[config.mk]
export PLATFORM = sky130hd
export DESIGN_NAME = utf8_sequence_filter_core
export DESIGN_NICKNAME = d
export VERILOG_FILES = /design/src/sv/utf8sf_pkg.sv /design/src/sv/utf8_sequence_filter_core.sv
export SDC_FILE = /design/constraint.sdc
export NUM_CORES = 1
export LEC_CHECK = 0
export BUFFER_PORTS_ARGS = -buffer_cell sky130_fd_sc_hd__buf_2
export CAP_MARGIN = 40
export CORE_UTILIZATION = 41
export CTS_BUF_LIST = sky130_fd_sc_hd__clkbuf_8
export CTS_CLUSTER_DIAMETER = 80
export DETAILED_ROUTE_END_ITERATION = 8
export PLACE_DENSITY = 0.57
export SETUP_SLACK_MARGIN = 0.15
export SYNTH_ARGS = -nofsm -noshare
export SYNTH_HDL_FRONTEND = slang
export SYNTH_SLANG_ARGS = --single-unit
[constraint.sdc]
create_clock -name clk_i -period 7 [get_ports clk_i]
set_input_delay 1.4 -clock clk_i [delete_from_list [all_inputs] [get_ports clk_i]]
set_output_delay 1.4 -clock clk_i [all_outputs]
set_load 0.02 [all_outputs]
[src/sv/utf8sf_pkg.sv]
// shared types and constants of the utf-8 sequence filter
package utf8sf_pkg;

  // byte classes
  localparam logic [7:0] AsciiLimit  = 8'h80;
  localparam logic [7:0] Lead2Mask   = 8'hE0;
  localparam logic [7:0] Lead2Code   = 8'hC0;
  localparam logic [7:0] Lead3Mask   = 8'hF0;
  localparam logic [7:0] Lead3Code   = 8'hE0;
  localparam logic [7:0] Lead4Mask   = 8'hF8;
  localparam logic [7:0] Lead4Code   = 8'hF0;
  localparam logic [1:0] ContTag     = 2'b10;

  // sequence lengths, none means no open sequence
  localparam logic [2:0] SeqNone = 3'd0;
  localparam logic [2:0] SeqLen2 = 3'd2;
  localparam logic [2:0] SeqLen3 = 3'd3;
  localparam logic [2:0] SeqLen4 = 3'd4;

  localparam int unsigned MaxResults = 4;
  localparam int unsigned HeldDepth  = 3;

  typedef struct packed {
    logic [7:0] out_byte;
    logic       has_byte;
    logic       run_last;
    logic       text_done;
  } result_t;

endpackage

[src/sv/utf8_sequence_filter_core.sv]
// utf-8 sequence filter top level: sequence tracking and result burst buffer
//
// Takes a byte stream one item per cycle and passes on only well-formed
// utf-8 sequences. Ascii bytes pass at once; a lead byte opens a 2, 3 or
// 4 byte sequence that is held and released whole on its final byte, and
// only if every following byte was a continuation byte. Stray continuation
// bytes and bytes 0xF8 and above in lead position are dropped. An item with
// text_end_i high closes the text: an unfinished sequence is discarded and
// the last result carries text_done_o, or a single end-only result (no byte)
// is given. Each item yields 0 to 4 results, all computed in the cycle the
// item is accepted and loaded into a four-entry burst register that drains
// one result per cycle while out_ready_i is high. An input item is accepted
// whenever the burst register is empty or is giving up its last result in
// the same cycle, so items that make at most one result flow at one per
// cycle; an item that releases an n-byte sequence holds the input while
// the burst drains. No clearing pass after reset.
module utf8_sequence_filter_core (
  input  logic       clk_i,
  input  logic       rst_ni,
  input  logic       in_valid_i,
  output logic       in_ready_o,
  input  logic [7:0] in_byte_i,
  input  logic       text_end_i,
  output logic       out_valid_o,
  input  logic       out_ready_i,
  output logic [7:0] out_byte_o,
  output logic       has_byte_o,
  output logic       run_last_o,
  output logic       text_done_o
);

  // sequence state
  logic [2:0] seq_len_q, seq_len_d;
  logic [1:0] seq_cnt_q, seq_cnt_d;
  logic       seq_ok_q,  seq_ok_d;
  logic [7:0] held_q [utf8sf_pkg::HeldDepth];
  logic [7:0] held_d [utf8sf_pkg::HeldDepth];

  // burst buffer, entry 0 is on the output
  utf8sf_pkg::result_t burst_q [utf8sf_pkg::MaxResults];
  utf8sf_pkg::result_t burst_d [utf8sf_pkg::MaxResults];
  logic [2:0] burst_cnt_q, burst_cnt_d;

  // results of the item on the input
  utf8sf_pkg::result_t res [utf8sf_pkg::MaxResults];
  logic [7:0] res_byte [utf8sf_pkg::MaxResults];
  logic [2:0] res_n;
  logic       in_acc, out_acc;
  logic       ok_next, seq_full;

  assign out_valid_o = (burst_cnt_q != 3'd0);
  assign out_acc     = out_valid_o & out_ready_i;
  // free when empty, or when the last waiting result leaves now
  assign in_ready_o  = (burst_cnt_q == 3'd0) | ((burst_cnt_q == 3'd1) & out_ready_i);
  assign in_acc      = in_valid_i & in_ready_o;

  assign out_byte_o  = burst_q[0].out_byte;
  assign has_byte_o  = burst_q[0].has_byte;
  assign run_last_o  = burst_q[0].run_last;
  assign text_done_o = burst_q[0].text_done;

  assign ok_next  = seq_ok_q & (in_byte_i[7:6] == utf8sf_pkg::ContTag);
  assign seq_full = ({1'b0, seq_cnt_q} + 3'd1) >= seq_len_q;

  // sequence tracking and result list for the incoming item
  always_comb begin
    seq_len_d = seq_len_q;
    seq_cnt_d = seq_cnt_q;
    seq_ok_d  = seq_ok_q;
    held_d    = held_q;
    res_n     = 3'd0;
    for (int k = 0; k < utf8sf_pkg::MaxResults; k++) begin
      res_byte[k] = in_byte_i;
    end

    if (seq_len_q == utf8sf_pkg::SeqNone) begin
      if (in_byte_i < utf8sf_pkg::AsciiLimit) begin
        res_n = 3'd1;
      end else begin
        // lead byte decode, anything else in lead position is dropped
        priority if ((in_byte_i & utf8sf_pkg::Lead2Mask) == utf8sf_pkg::Lead2Code) begin
          seq_len_d = utf8sf_pkg::SeqLen2;
        end else if ((in_byte_i & utf8sf_pkg::Lead3Mask) == utf8sf_pkg::Lead3Code) begin
          seq_len_d = utf8sf_pkg::SeqLen3;
        end else if ((in_byte_i & utf8sf_pkg::Lead4Mask) == utf8sf_pkg::Lead4Code) begin
          seq_len_d = utf8sf_pkg::SeqLen4;
        end else begin
          seq_len_d = utf8sf_pkg::SeqNone;
        end
        if (seq_len_d != utf8sf_pkg::SeqNone) begin
          held_d[0] = in_byte_i;
          seq_cnt_d = 2'd1;
          seq_ok_d  = 1'b1;
        end
      end
    end else if (seq_full) begin
      // final byte: release held bytes then this one, if all were good
      if (ok_next) begin
        res_n = {1'b0, seq_cnt_q} + 3'd1;
        for (int k = 0; k < utf8sf_pkg::HeldDepth; k++) begin
          if (2'(k) < seq_cnt_q) begin
            res_byte[k] = held_q[k];
          end
        end
      end
      seq_len_d = utf8sf_pkg::SeqNone;
      seq_cnt_d = 2'd0;
      seq_ok_d  = 1'b1;
    end else begin
      held_d[seq_cnt_q] = in_byte_i;
      seq_cnt_d = seq_cnt_q + 2'd1;
      seq_ok_d  = ok_next;
    end

    // end of text closes any open sequence
    if (text_end_i) begin
      seq_len_d = utf8sf_pkg::SeqNone;
      seq_cnt_d = 2'd0;
      seq_ok_d  = 1'b1;
    end

    for (int k = 0; k < utf8sf_pkg::MaxResults; k++) begin
      res[k].out_byte  = res_byte[k];
      res[k].has_byte  = 1'b1;
      res[k].run_last  = (3'(k) == res_n - 3'd1);
      res[k].text_done = text_end_i & (3'(k) == res_n - 3'd1);
    end
    // end-only result
    if (text_end_i && res_n == 3'd0) begin
      res_n           = 3'd1;
      res[0].out_byte = 8'h00;
      res[0].has_byte = 1'b0;
      res[0].run_last = 1'b1;
      res[0].text_done = 1'b1;
    end
  end

  // burst buffer: load on item accept, else shift on result accept
  always_comb begin
    burst_d     = burst_q;
    burst_cnt_d = burst_cnt_q;
    if (in_acc) begin
      burst_d     = res;
      burst_cnt_d = res_n;
    end else if (out_acc) begin
      for (int k = 0; k < utf8sf_pkg::MaxResults - 1; k++) begin
        burst_d[k] = burst_q[k + 1];
      end
      burst_cnt_d = burst_cnt_q - 3'd1;
    end
  end

  always_ff @(posedge clk_i or negedge rst_ni) begin
    if (!rst_ni) begin
      seq_len_q   <= utf8sf_pkg::SeqNone;
      seq_cnt_q   <= 2'd0;
      seq_ok_q    <= 1'b1;
      burst_cnt_q <= 3'd0;
    end else begin
      if (in_acc) begin
        seq_len_q <= seq_len_d;
        seq_cnt_q <= seq_cnt_d;
        seq_ok_q  <= seq_ok_d;
      end
      burst_cnt_q <= burst_cnt_d;
    end
  end

  // payload, no reset
  always_ff @(posedge clk_i) begin
    if (in_acc) begin
      held_q <= held_d;
    end
    burst_q <= burst_d;
  end

endmodule
=== Yosys cells after proc, flatten, opt, wreduce, memory -nomap -nowiden ===
Cells that the tools add are included.

* Flip-flop bits (word level): 74
* Bits in latches: 0
* Bits in writable memories: 0
* Bits in read-only memories: 0
* Input port bits: 13
* Output and inout port bits: 13
* Logic and storage cells: 112
* Memories kept: 0

* Add/sub/neg operators: 4
* Multipliers: 0
* Div/mod/pow operators: 0
* Magnitude comparators: 7
* Equality and inequality tests: 13
* Shift operators: 0
* Muxes and demuxes: 42
* Bitwise gates (word level): 12
* Reductions and logical operators: 14

{| class="wikitable"
|+ Operator list
! operator !! count
|-
| two-way mux 24 bit || 4
|-
| two-way mux 33 bit || 2
|-
| two-way mux 8 bit || 7
|-
| two-way mux 3 bit || 15
|-
| bitwise mux 24 bit || 1
|-
| demux 8 bit (select 2 bit) || 1
|-
| logical NOT 3 bit || 4
|-
| two-way mux 11 bit || 1
|-
| two-way mux 2 bit || 5
|-
| AND reduction 3 bit || 3
|-
| nonzero test 3 bit || 3
|-
| bitwise AND 1 bit || 8
|-
| less-than comparator 8 bit, second input constant || 1
|-
| equality test 2 x 3 -> 1 bit, first input constant || 2
|-
| two-way mux 1 bit || 6
|-
| subtractor 3 x 1 -> 3 bit, second input constant || 2
|-
| equality test 5 bit, second input constant || 1
|-
| equality test 4 bit, second input constant || 1
|-
| less-than comparator 1 x 2 -> 1 bit, first input constant || 2
|-
| inequality test 2 x 1 -> 1 bit, second input constant || 2
|-
| AND reduction 4 bit || 1
|-
| adder 2 x 1 -> 3 bit, second input constant || 1
|-
| equality test 1 x 3 -> 1 bit, first input constant || 1
|-
| equality test 3 x 1 -> 1 bit, second input constant || 1
|-
| 15 further kinds || 17
|}

=== Longest topological paths before layout ===
* Depth after elaboration: 11
* Gate-level depth with buffers: 10
* Depth with buffers taken out: 7

=== Worst setup path after synthesis ===
OpenSTA, ideal clock, no wires.

* Kind: input -> output
* Start: input out_ready_i
* End: output in_ready_o
* Data arrival time: 1.789 ns
* Required time: 5.600 ns
* Setup slack: 3.811 ns
* Cell stages on the path: 2
* Buffers on the path: 0
* Path through: a21o_1 > and2_1

* Word-level cells in the longest chain between the ends: 2

{| class="wikitable"
|+ Ends and longest elaborated chain
! item !! RTL line !! text
|-
| from (decl) || utf8_sequence_filter_core.sv:25 || <nowiki>input logic out_ready_i,</nowiki>
|-
| bitwise AND 1 bit || utf8_sequence_filter_core.sv:54 || <nowiki>assign in_ready_o = (burst_cnt_q == 3'd0) | ((burst_cnt_q == 3'd1) & out_ready_i);</nowiki>
|-
| bitwise OR 1 bit || utf8_sequence_filter_core.sv:54 ||
|-
| to (decl) || utf8_sequence_filter_core.sv:21 || <nowiki>output logic in_ready_o,</nowiki>
|}

No other way between the ends.

=== Worst setup path in the final report ===
* Start: register seq_cnt_q[1]
* End: register held_q[21] (netlist bit) (enable)

* Word-level cells in the longest chain between the ends: 4

{| class="wikitable"
|+ Ends and longest elaborated chain
! item !! RTL line !! text
|-
| from (decl) || utf8_sequence_filter_core.sv:34 || <nowiki>logic [1:0] seq_cnt_q, seq_cnt_d;</nowiki>
|-
| from (signal assigned) || utf8_sequence_filter_core.sv:162 || <nowiki>seq_cnt_q <= seq_cnt_d;</nowiki>
|-
| adder 2 x 1 -> 3 bit || utf8_sequence_filter_core.sv:63 || <nowiki>assign seq_full = ({1'b0, seq_cnt_q} + 3'd1) >= seq_len_q;</nowiki>
|-
| greater-or-equal comparator 3 bit || utf8_sequence_filter_core.sv:63 ||
|-
| inequality test 2 x 1 -> 1 bit (no source line) || -- ||
|-
| AND reduction 4 bit (no source line) || -- ||
|-
| to (signal assigned) || utf8_sequence_filter_core.sv:172 || <nowiki>held_q <= held_d;</nowiki>
|-
| to (decl) || utf8_sequence_filter_core.sv:36 || <nowiki>logic [7:0] held_q [utf8sf_pkg::HeldDepth];</nowiki>
|}

No other way between the ends.
A chain may end at the register's enable or synchronous reset.

==> flow_summary.yaml <==
synth:
  synth.net_count: 335
  edff_count_synth: 65
  synthXorXnorAreaFrac: 0
  synth_top_family_by_area: "compound AO/OA/AOI/OAI gates"
  synth.ff_latch_count: 74
  synth_warnings: 0
  synth-seq-area-share: 0.588
  async_flop_share: 0.122
  basic_gate_share_of_the_synthesized_area_counting_and_or_nand_and_nor_cells: 0.125
  synthFlopType: "sky130_fd_sc_hd__edfxtp_1"
  synth_top_cells_by_area: "sky130_fd_sc_hd__edfxtp_1 53%, sky130_fd_sc_hd__dfrtp_1 5.4%, sky130_fd_sc_hd__ha_1 3.4%"
  postSynthCellCount: 312
  yosys.area_share.adder: 0.0338
  synth.distinct_cells: 54
  post_synth.cell_area_avg_sq_um: 11.9
  post-synth-top-area-cell: "sky130_fd_sc_hd__edfxtp_1"
  post_synthesis_mux_area_share: 0.0115
  synth-compound-area-share: 0.185
  syn-cell-area_sq_um: 3700
  post-synth-top-area-fraction: 0.527
timing:
  worst_clock_skew_ps: 8.29
  min_period_over_period: 0.528
  finalHoldViolations: 0
  report.final.slew_viol_count: 0
  worst_pin_slew_ps: 816
  rsz0062_at_grt: "no"
  fmax_ghz: 0.270
  post-route-min-period_ps: 3700
  fin_tns_setup_ps: 0
  slew_headroom: 0.453
  setup_violations: 0
  finalHoldWorstSlack_ps: 519
clocking:
  clk_latency_ps: 350
  cts_made_buffers: 9
  post_cts_clock_slew_at_the_launch_and_capture_registers_of_the_worst_setup_and_hold_paths_ps: 80
  postCtsHoldBufs: 0
  clock-root-buffer: "sky130_fd_sc_hd__clkbuf_8"
  cts_tree: "built"
  numClockSinks: 74
  clock_path_buffers: 2
  cts_resized: 0
  post-cts-setup-buffers: 0
  htreeDepth: 3
floorplanning:
  num_io_pins: 26
  dieWidth_um: 97.0
  effective_utilization_at_floorplan: 0.425
  design.core.area_sq_um: 8720
  std_cell_rows: 34
  dieArea_sq_um: 9410
  dieHeight_um: 97.0
setup_path:
  regToRegSetupSlack_ps: 3300
  max_stage_delay_ps: 710
  critical_path_maximum_fanout: 12
  setup.worst_path.end_class: "flop"
  critical_path.startpoint_type: "flop"
  critical_path.cell_chain: "clkinv_1, ha_1, ha_1, and2_1, a211oi_1, a41oi_1, nor2_1"
  required_ps: 6990
  crit_path_frequent_cell: "sky130_fd_sc_hd__ha_1"
  critPathArrivalTime_ps: 3680
  setup.worst_path.class: "flop to flop"
  cp_slowest_cell: "sky130_fd_sc_hd__a211oi_1"
placement:
  dp_hpwl_um: 5420
  dp_cell_count: 421
  port_buffers: 25
  place_area_sq_um: 3870
  routabilityCongestion: 0.836
layout:
  drive_above_1_share: 0.155
  n_antenna_cell: 0
  mostFrequentLayoutCell: "sky130_fd_sc_hd__edfxtp_1"
  finish.net_count: 347
  post-route-cell-area_sq_um: 4060
  layout-area-overhead-vs-synth_pct: 9.70
  most-common-layout-cells: "65 x sky130_fd_sc_hd__edfxtp_1, 25 x sky130_fd_sc_hd__buf_2, 22 x sky130_fd_sc_hd__nor2_1, 22 x sky130_fd_sc_hd__nand2_1, 14 x sky130_fd_sc_hd__nand4_1"
  filler_cell_count: 780
  final-instance-count-excl-fill: 437
global_route:
  global_route.overflow_total: 0
  vias_in_the_first_global_route: 2590
  grt_first_pass_wirelength_um: 14000
  antenna_found_initial: 0
  groute.usage.overall: 0.192
  largest_net_degree_at_the_start_of_global_routing: 38
detailed_routing:
  drt_first_iter_violations: 270
  route.vias.total: 2712
  post-route-drc-count: 0
  antenna_violating_nets_post_route: 0
  dr.pass1.iters: 5
  drt-wirelength-per-cell_um: 19.5
  vias_per_cell: 6.21
  drt-total-wl_um: 8520
power_and_ir_drop:
  power.static_leakage_uw: 0.00140
  pwr_density_cell_nw_per_um2: 412
  ir_drop_mv: 0.208
flow_run:
  maxCapViolCount: 0
run_status:
  status: "complete, no violations"
worst_hold_path:
  timing.hold.worst.class: "flop to flop"
worst max-delay path: cells and delay by family, from the launching register on:
family	cells	cell delay [ps]
adder cells (fa/ha/maj)	2	880
AO/OA/AOI/OAI	2	810
AND/OR/NAND/NOR	2	710
flip-flops	1	580
buffers and inverters	1	350
power breakdown:
group / switching, uW / internal [uW] / total, uW
Sequential: 49.0 / 605 / 654
Clock: 167 / 164 / 331
Combinational: 470 / 220 / 689
Total: 686 / 989 / 1670
per-stage QoR:
| stage | total power [uW] | setup WS, ps | utilization |
|---|---|---|---|
| detailed placement | 1340 | 3350 | 0.443 |
| CTS | 1670 | 3340 | 0.466 |
| global placement | 1300 | 3380 | 0.439 |
| finish | 1670 | 3300 | 0.466 |
| global route | 1780 | 3100 | 0.466 |
| floorplan | 1170 | 3810 | - |
worst paths after layout:
kind | startpoint | end | cells after the start
setup / recovery | seq_cnt_q[1] | held_q[21] | 7
hold / removal | seq_ok_q | seq_ok_q | 2
setup reg to reg | seq_cnt_q[1] | held_q[21] | 7
hold reg to reg | seq_ok_q | seq_ok_q | 2
max in group asynchronous | rst_ni | seq_ok_q | 1
min in group asynchronous | rst_ni | seq_cnt_q[0] | 1
synth_stat cells (all sizes together), types with 8 or more instances:
library cell	instances
a22o	8
a31oi	10
buf	14
clkbuf	15
dfrtp	8
edfxtp	65
ha	10
inv	12
nand2	22
nand3	11
nand4	14
nor2	22
o21ai	13
o311ai	10
o31ai	10
cell families after synthesis:
family                     after synthesis
and+or+nand+nor                         93
AOI/OAI and AO/OA                       89
DFF                                     74
buffers and inverters                   42
adders and majority gates               10
muxes                                    4
cell type report:
class	instances	area, sq um	area share
sequential	74	2180	0.536
multi-input combinational	196	1320	0.324
timing repair buffer	30	190	0.0468
tap	108	135	0.0333
clock buffer	9	124	0.0305
clock inverter	7	70.1	0.0173
inverter	13	48.8	0.0120
layer usage:
metal	up-vias	global-route usage	share of wire
met1	1328	0.276	0.47
li1	1249	-	-
met5	-	0	0
met3	16	0.0325	0.059
met4	0	0.101	0.021
met2	119	0.279	0.45
(Power assumes the default switching activity.)
